$ cat src/design/aot_pkg.sv
// Shared types and constants for the station observation table.
// Used by every module of ap_observation_table_unit except aot_ram; no dependencies.
`default_nettype none
package aot_pkg;

  typedef struct packed {
    logic [47:0] station_address;
    logic [7:0]  radio_channel;
    logic        is_open;
    logic        fix_valid;
    logic [31:0] now_ms;
  } obs_req_t;

  typedef struct packed {
    logic [7:0]  slot;
    logic        was_new;
    logic        evicted;
    logic [23:0] hit_count;
    logic [8:0]  unique_count;
    logic [8:0]  open_total;
    logic [8:0]  fix_total;
    logic [31:0] channel_total;
    logic [31:0] observation_total;
  } obs_rsp_t;

  localparam int ADDR_W  = 48;
  localparam int TIME_W  = 32;
  localparam int HITS_W  = 24;
  localparam int CHAN_W  = 8;
  localparam int SUM_W   = 32;
  localparam int CNT_W   = 9;
  localparam int FLAG_OPEN_BIT = 0;
  localparam int FLAG_FIX_BIT  = 1;

  // One table entry as stored in memory.
  typedef struct packed {
    logic [47:0] addr;
    logic [31:0] last_seen;
    logic [31:0] first_seen;
    logic [23:0] hits;
    logic [7:0]  chan;
    logic [1:0]  flags;
  } entry_t;

  localparam int ENTRY_W = $bits(entry_t);

  // Controller to datapath.
  typedef struct packed {
    logic load;       // capture request
    logic scan_start; // reset scan index and best
    logic scan_step;  // consume one read word
    logic commit;     // write entry, update totals
    logic out_load;   // fill output register
  } dp_cmd_t;

  // Datapath to controller.
  typedef struct packed {
    logic scan_last; // last read word consumed this cycle
    logic hit;       // address matched during scan
    logic empty;     // no occupied entries
  } dp_sts_t;

endpackage
`default_nettype wire

$ cat src/design/aot_ctrl.sv
// Controller FSM for the observation table: handshake and scan sequencing.
// Depends on aot_pkg.
`default_nettype none
module aot_ctrl (
  input  wire logic             clk,
  input  wire logic             rst_n,
  input  wire logic             in_valid,
  output logic                  in_stall,
  output logic                  out_valid,
  input  wire logic             out_stall,
  output aot_pkg::dp_cmd_t      cmd,
  input  wire aot_pkg::dp_sts_t sts
);
  typedef enum logic [2:0] {S_IDLE, S_PRIME, S_SCAN, S_COMMIT} state_t;
  state_t state_r;
  logic   out_valid_r;

  assign out_valid = out_valid_r;
  assign in_stall = !(state_r == S_IDLE && !out_valid_r);

  always_comb begin
    cmd = '0;
    cmd.load = in_valid && !in_stall;
    cmd.scan_start = state_r == S_IDLE;
    cmd.scan_step = state_r == S_SCAN;
    cmd.commit = state_r == S_COMMIT;
    cmd.out_load = cmd.commit;
  end

  always_ff @(posedge clk) begin
    if (!rst_n) begin
      state_r <= S_IDLE;
      out_valid_r <= 1'b0;
    end else begin
      if (out_valid_r && !out_stall) out_valid_r <= 1'b0;
      case (state_r)
        S_IDLE: begin
          if (cmd.load) state_r <= sts.empty ? S_COMMIT : S_PRIME;
        end
        S_PRIME: state_r <= S_SCAN;
        S_SCAN: begin
          if (sts.scan_last) state_r <= S_COMMIT;
        end
        S_COMMIT: begin
          out_valid_r <= 1'b1;
          state_r <= S_IDLE;
        end
        default: state_r <= S_IDLE;
      endcase
    end
  end
endmodule
`default_nettype wire

$ cat config.mk
export PLATFORM = sky130hd
export DESIGN_NAME = aot_ctrl
export DESIGN_NICKNAME = d
export VERILOG_FILES = /design/src/design/aot_pkg.sv /design/src/design/aot_ctrl.sv
export SDC_FILE = /design/constraint.sdc
export NUM_CORES = 1
export LEC_CHECK = 0
export ABC_AREA = 1
export CORE_AREA = 2 2 39 41
export CTS_CLUSTER_SIZE = 16
export DETAILED_ROUTE_END_ITERATION = 6
export DIE_AREA = 0 0 41 43
export DONT_BUFFER_PORTS = 1
export HOLD_SLACK_MARGIN = 0.15
export PLACE_DENSITY = 0.33
export SYNTH_ARGS = -nofsm -noshare
export SYNTH_HDL_FRONTEND = slang
export SYNTH_SLANG_ARGS = --single-unit
$ cat constraint.sdc
create_clock -name clk -period 1.3 [get_ports clk]
set_input_delay 0.065 -clock clk [delete_from_list [all_inputs] [get_ports clk]]
set_output_delay 0.065 -clock clk [all_outputs]
set_load 0.05 [all_outputs]
==> results of run 1 <==
-- power groups by stage --
stage	logic [mW]	clock network, mW	registers [mW]
floorplan	0.621	0	0.171
global placement	0.801	0	0.163
detailed placement	0.809	0	0.165
CTS	0.819	0.171	0.166
global route	0.892	0.182	0.179
finish	0.836	0.163	0.171
-- final cells by class --
cell class / count / share of cell area
sequential: 3 / 0.163
inverter: 8 / 0.0784
timing repair buffer: 10 / 0.248
multi-input combinational: 20 / 0.389
tap: 16 / 0.0523
clock buffer: 4 / 0.0686
-- registers in the layout (all words and copies together) (netlist names) --
signal / count
state_r: 2
out_valid: 1
-- critical path: stages (launching register included) --
cell	delay [ns]
sky130_fd_sc_hd__dfxtp_2	0.33
sky130_fd_sc_hd__inv_1	0.09
sky130_fd_sc_hd__ha_4	0.17
sky130_fd_sc_hd__nand2_2	0.08
sky130_fd_sc_hd__nor2_4	0.12
sky130_fd_sc_hd__buf_12	0.14
-- per-layer routing --
metal | wire length (µm) | share of wire | global-route usage
met1 | 223 | 0.43 | 0.0799
met2 | 244 | 0.47 | 0.103
met3 | 48 | 0.093 | 0.0471
met4 | 0 | 0 | 0.0200
met5 | 0 | 0 | 0
-- cells in the mapped netlist --
library cell	instances	area [µm²]
sky130_fd_sc_hd__inv_1	8	30.0
sky130_fd_sc_hd__nand2_1	7	26.3
sky130_fd_sc_hd__ha_1	4	50.1
sky130_fd_sc_hd__a21oi_1	3	15.0
sky130_fd_sc_hd__dfxtp_1	3	60.1
sky130_fd_sc_hd__nor2_1	2	7.51
sky130_fd_sc_hd__buf_4	1	7.51
sky130_fd_sc_hd__nand3_1	1	5.00
sky130_fd_sc_hd__nor2_2	1	6.26
sky130_fd_sc_hd__o21ai_0	1	5.00
sky130_fd_sc_hd__o21ai_2	1	8.76
-- cell families (layout without fill, tap and decap cells) --
logic type      count (synthesis)  in the layout
fa+ha+maj                       4              4
flops                           3              3
buf+inv                         9             22
compound gates                  5              5
simple gates                   11             11
-- final timing paths --
check                                             start                      end  slack, ns  depth (start not counted)
worst max register to register  state_r[1]$_SDFFE_PN0P_  state_r[1]$_SDFFE_PN0P_       0.16                          7
worst min-delay path                             sts[0]  state_r[1]$_SDFFE_PN0P_       0.17                          6
worst min register to register  state_r[0]$_SDFFE_PN0P_  state_r[0]$_SDFFE_PN0P_       0.53                          2
worst max-delay path            state_r[1]$_SDFFE_PN0P_                   cmd[4]       0.07                          5
-- cells in the final DEF, fill, tap and decap left out --
cell and count:
sky130_fd_sc_hd__o21ai_2 1, sky130_fd_sc_hd__nand2_2 1, sky130_fd_sc_hd__clkbuf_1 1, sky130_fd_sc_hd__nand3_1 1, sky130_fd_sc_hd__dfxtp_2 2, sky130_fd_sc_hd__buf_4 6
sky130_fd_sc_hd__inv_2 1, sky130_fd_sc_hd__nor2_2 1, sky130_fd_sc_hd__dfxtp_1 1, sky130_fd_sc_hd__dlygate4sd3_1 3, sky130_fd_sc_hd__ha_4 1, sky130_fd_sc_hd__clkbuf_4 3
sky130_fd_sc_hd__nand2_1 6, sky130_fd_sc_hd__buf_12 1, sky130_fd_sc_hd__a21oi_1 3, sky130_fd_sc_hd__inv_1 7, sky130_fd_sc_hd__o21ai_0 1, sky130_fd_sc_hd__ha_1 2
sky130_fd_sc_hd__ha_2 1, sky130_fd_sc_hd__nor2_4 1, sky130_fd_sc_hd__nor2_1 1
-- metrics by stage --
step,setup TNS (ns),setup WS [ns]
floorplan,-0.0617,-0.0617
global placement,0,0.175
detailed placement,0,0.168
CTS,0,0.00293
global route,0,0.000254
finish,0,0.0673
-- what timing repair did --
item	in CTS	in global routing
endpoints found under the setup margin	1	2
hold buffers	3	0
hold endpoints to repair	3	0
gates resized for setup	1	2
pin swaps	0	1
setup buffers	0	1
==> qor.csv, run 1 <==
stage,metric,value,unit
timing,hold_viol_final,0,
timing,fin_crit_share,0.948,
power,power_report.internal_total,0.549,mW
final_layout,post_route_cells_drive_above_1_share,0.422,
detailed_routing,routedWlPerCell,8.46,µm
power,irDropWorstVdd,0.725,mV
outcome,run_status,finished clean,
cts,insertion_delay_to_the_later_sink_of_the_worst_skew_pair,0.23,ns
timing,max_slew.worst_pin.slew,0.279,ns
hold_path,timing.hold.worst.class,in -> reg,
final_layout,antenna_cells_inserted,0,
cts,cts.sinks,3,
critical_path,endpoint_kind,primary output,
power,power.share.switching,0.531,
detailed_routing,number_of_violations_reported_at_the_end_of_detailed_routing_iteration_0,5,
power,power.static_leakage,0.192,nW
detailed_routing,first_pass_iters,3,
place,post_dp_area,317,µm²
floorplan,die_w,41,µm
yosys,synth_top_family_by_area,adder cells,
place,dpl.hpwl,430,µm
global_routing,grt-ovfl-total,0,
flow_run,max-cap-violations,0,
critical_path,crit_fanout,5,
yosys,postSynthCellCount,32,
cts,cts_tree,yes,
power,totalPowerFinal,1.17,mW
floorplan,coreArea,1380,µm²
timing,slew_headroom,0.815,
critical_path,setup.worst_path.start_class,flop,
detailed_routing,detailroute.via_count,233,
timing,finalClockSkew,0.00304,ns
place,io_buffers,0,
critical_path,setup.worst_path.class,reg -> out,
power,pwr_density_cell,3050,nW/µm²
yosys,post_synth_num_cell_types,11,
timing,max_freq,0.811,GHz
yosys,post_synth_mux_area_share,0,
floorplan,die_area,1760,µm²
global_routing,grt_first_pass_wirelength,821,µm
final_layout,instances_no_fill,61,
yosys,syn_avg_cell_area,6.92,µm²
timing,rsz_0062_raised_after_global_routing,no,
cts,clkSlewWorstSetupHoldPaths,0.03,ns
timing,maxSlewViolCount,0,
power,p_seq_frac,0.146,
final_layout,n_fill_cell,159,
floorplan,design.portCount,14,
global_routing,antenna_found_initial,0,
timing,report.final.setup_viol,0,
final_layout,multi_input_comb_area,149,µm²
place,routabilityCongestion,0.751,
cts,cts-root-to-sink-buffers,2,
timing,timing.final.crit_period,1.23,ns
final_layout,final_nets,57,
critical_path,cp.arrival,1.17,ns
cts,cts_htree_levels,1,
yosys,synth.ff_latch_count,3,
floorplan,start_util,0.160,
global_routing,first_global_vias,211,
power,power_switching,0.621,mW
yosys,yosys.area_share.simple,0.203,
yosys,synth_sequential_area_ratio,0.271,
yosys,total_number_of_yosys_warnings,0,
final_layout,sequential_standard_cell_area,62.6,µm²
detailed_routing,route.detailed.vias_per_inst,3.82,
final_layout,area_growth_syn_to_layout,72.9,%
detailed_routing,drc,0,
floorplan,num_rows,14,
global_routing,globalRouteTotalUtil,0.0701,
detailed_routing,totalWireLength,516,µm
floorplan,chipHeight,43,µm
yosys,post_synth_fa_ha_maj_area_fraction,0.226,
yosys,post_synth_instance_area,221,µm²
final_layout,post-route-cell-area,383,µm²
final_layout,utilization,0.277,
yosys,synth_nets,43,
critical_path,timing.critical_path.required,1.24,ns
place,numPlacedInstances,53,
power,clkPwrFrac,0.139,
global_routing,pin_count_of_the_biggest_net_entering_global_routing,6,
cts,cts-root-buf,sky130_fd_sc_hd__clkbuf_4,
power,power.share.combinational,0.715,
detailed_routing,detail-route-antenna-nets,0,
yosys,post_synth_xor_area_fraction,0,
cts,number_of_cts_inserted_buffers,3,
yosys,synth_compound_area_frac,0.130,
timing,worst_hold_slack,0.168,ns
(Power assumes the default switching activity.)
==> run 2, diff against run 1 <==
==> constraint.sdc (replaced) <==
create_clock -name clk -period 1.4 [get_ports clk]
set_input_delay 0.07 -clock clk [delete_from_list [all_inputs] [get_ports clk]]
set_output_delay 0.07 -clock clk [all_outputs]
set_load 0.05 [all_outputs]
==> qor.csv, run 2 (synthesis results as in run 1) <==
stage,metric,value,unit,change
outcome,run_status,finished clean,,
place,dpl.hpwl,443,µm,+2.9%
place,io_buffers,0,,unchanged
final_layout,commonest_cells_after_routing_fill_and_taps_aside,"6 x sky130_fd_sc_hd__inv_1, 6 x sky130_fd_sc_hd__nand2_1, 5 x sky130_fd_sc_hd__buf_4",,
timing,slew_headroom,0.816,,about the same
timing,timing.final.crit_period,1.30,ns,
final_layout,final_nets,56,,-1.8%
global_routing,antenna_found_initial,0,,unchanged
global_routing,globalRouteTotalUtil,0.0822,,+0.0120
cts,cts-root-to-sink-buffers,2,,unchanged
flow_run,max-cap-violations,0,,unchanged
global_routing,grt-ovfl-total,0,,unchanged
final_layout,antenna_cells_inserted,0,,unchanged
floorplan,coreArea,1380,µm²,unchanged
detailed_routing,routedWlPerCell,8.68,µm,+2.7%
detailed_routing,number_of_violations_reported_at_the_end_of_detailed_routing_iteration_0,5,,unchanged
timing,max_slew.worst_pin.slew,0.278,ns,-0.000605 ns
detailed_routing,totalWireLength,521,µm,+0.97%
timing,max_freq,0.770,GHz,
critical_path,timing.critical_path.required,1.33,ns,+0.09 ns
final_layout,number_of_flip_flops_under_the_largest_register_name,2,,unchanged
detailed_routing,drc,0,,unchanged
final_layout,largest_register,state_r,,
timing,report.final.setup_viol,0,,unchanged
critical_path,endpoint_kind,primary output,,
detailed_routing,detailroute.via_count,237,,+1.7%
cts,clkSlewWorstSetupHoldPaths,0.03,ns,about the same
global_routing,grt_first_pass_wirelength,952,µm,+16%
global_routing,first_global_vias,239,,+13%
cts,cts_htree_levels,1,,unchanged
critical_path,setup.worst_path.class,reg -> out,,
cts,cts-root-buf,sky130_fd_sc_hd__clkbuf_4,,
floorplan,chipHeight,43,µm,unchanged
critical_path,crit_fanout,5,,unchanged
critical_path,setup.worst_path.start_class,flop,,
detailed_routing,route.detailed.vias_per_inst,3.95,,+3.4%
timing,fin_crit_share,0.927,,
floorplan,design.portCount,14,,unchanged
timing,hold_viol_final,0,,unchanged
final_layout,area_growth_syn_to_layout,71.8,%,
critical_path,cp.arrival,1.23,ns,+0.06 ns
timing,maxSlewViolCount,0,,unchanged
cts,cts.sinks,3,,unchanged
hold_path,timing.hold.worst.class,in -> reg,,
cts,cts_tree,yes,,
timing,tns,0,ns,unchanged
final_layout,post_route_cells_drive_above_1_share,0.409,,-0.0131
floorplan,die_area,1760,µm²,unchanged
detailed_routing,detail-route-antenna-nets,0,,unchanged
floorplan,start_util,0.160,,unchanged
global_routing,pin_count_of_the_biggest_net_entering_global_routing,6,,unchanged
floorplan,die_w,41,µm,unchanged
cts,insertion_delay_to_the_later_sink_of_the_worst_skew_pair,0.23,ns,about the same
timing,finalClockSkew,0.00111,ns,-0.00193 ns
timing,rsz_0062_raised_after_global_routing,no,,
place,routabilityCongestion,0.705,,-6.2%
detailed_routing,first_pass_iters,2,,-1
cts,number_of_cts_inserted_buffers,3,,unchanged
floorplan,num_rows,14,,unchanged
-- run 2: cell count changes in the layout (fill, tap and decap cells not counted), sizes merged --
cell,delta
buf,-1
-- run 2: layout make-up --
type / instances / area, µm²
clock buffers: 4 / 26.3
fillers: 161 / 1000
inverters: 8 / 32.5
multi-input cells: 20 / 151
flip-flops and latches: 3 / 62.6
well taps: 16 / 20.0
repair buffers: 9 / 87.6
-- run 2: worst paths after layout --
| path | start | end | slack (ns) | depth (start not counted) |
|---|---|---|---|---|
| setup / recovery | state_r[0]$_SDFFE_PN0P_ | cmd[4] | 0.10 | 5 |
| hold / removal | sts[0] | state_r[1]$_SDFFE_PN0P_ | 0.17 | 6 |
| setup reg to reg | state_r[0]$_SDFFE_PN0P_ | state_r[1]$_SDFFE_PN0P_ | 0.22 | 7 |
| hold reg to reg | state_r[0]$_SDFFE_PN0P_ | state_r[0]$_SDFFE_PN0P_ | 0.51 | 2 |
-- run 2: timing repair --
item,in CTS,in global routing
hold endpoints to repair,3,0
hold buffers,3,0
gates cloned,0,0
resized for setup,4,2
endpoints found under the setup margin,2,1
buffers inserted,0,1
pin swaps,1,2
-- run 2: critical path, stage by stage (launching register included) --
cell                      delay (ns)
sky130_fd_sc_hd__dfxtp_2        0.33
sky130_fd_sc_hd__inv_4          0.07
sky130_fd_sc_hd__ha_4           0.27
sky130_fd_sc_hd__nand2_4        0.08
sky130_fd_sc_hd__nor2_4         0.10
sky130_fd_sc_hd__buf_12         0.14
-- run 2: metal layers --
layer	track usage	vias up	part of all wire
li1	-	119	-
met1	0.0927	106	0.41
met2	0.116	12	0.49
met3	0.0681	0	0.10
met4	0.0200	0	0
met5	0	-	0
-- run 2: through the flow --
stage | hold slack, ns | std cells | util | cell area [µm²] | setup WS (ns)
3_5_place_dp | 0.203 | 52 | 0.222 | 307 | 0.177
4_1_cts | 0.173 | 59 | 0.267 | 369 | 0.0230
5_1_grt | 0.222 | 60 | 0.275 | 380 | 0.0250
3_3_place_gp | 0.194 | 52 | 0.222 | 307 | 0.209
6_report | 0.174 | 60 | 0.275 | 380 | 0.102
2_1_floorplan | 0.182 | 32 | - | 244 | -0.0332
Power of run 2 is left out: the tool's default activity adds up to more than one toggle a clock period on the data nets, which glitch-free logic cannot reach.
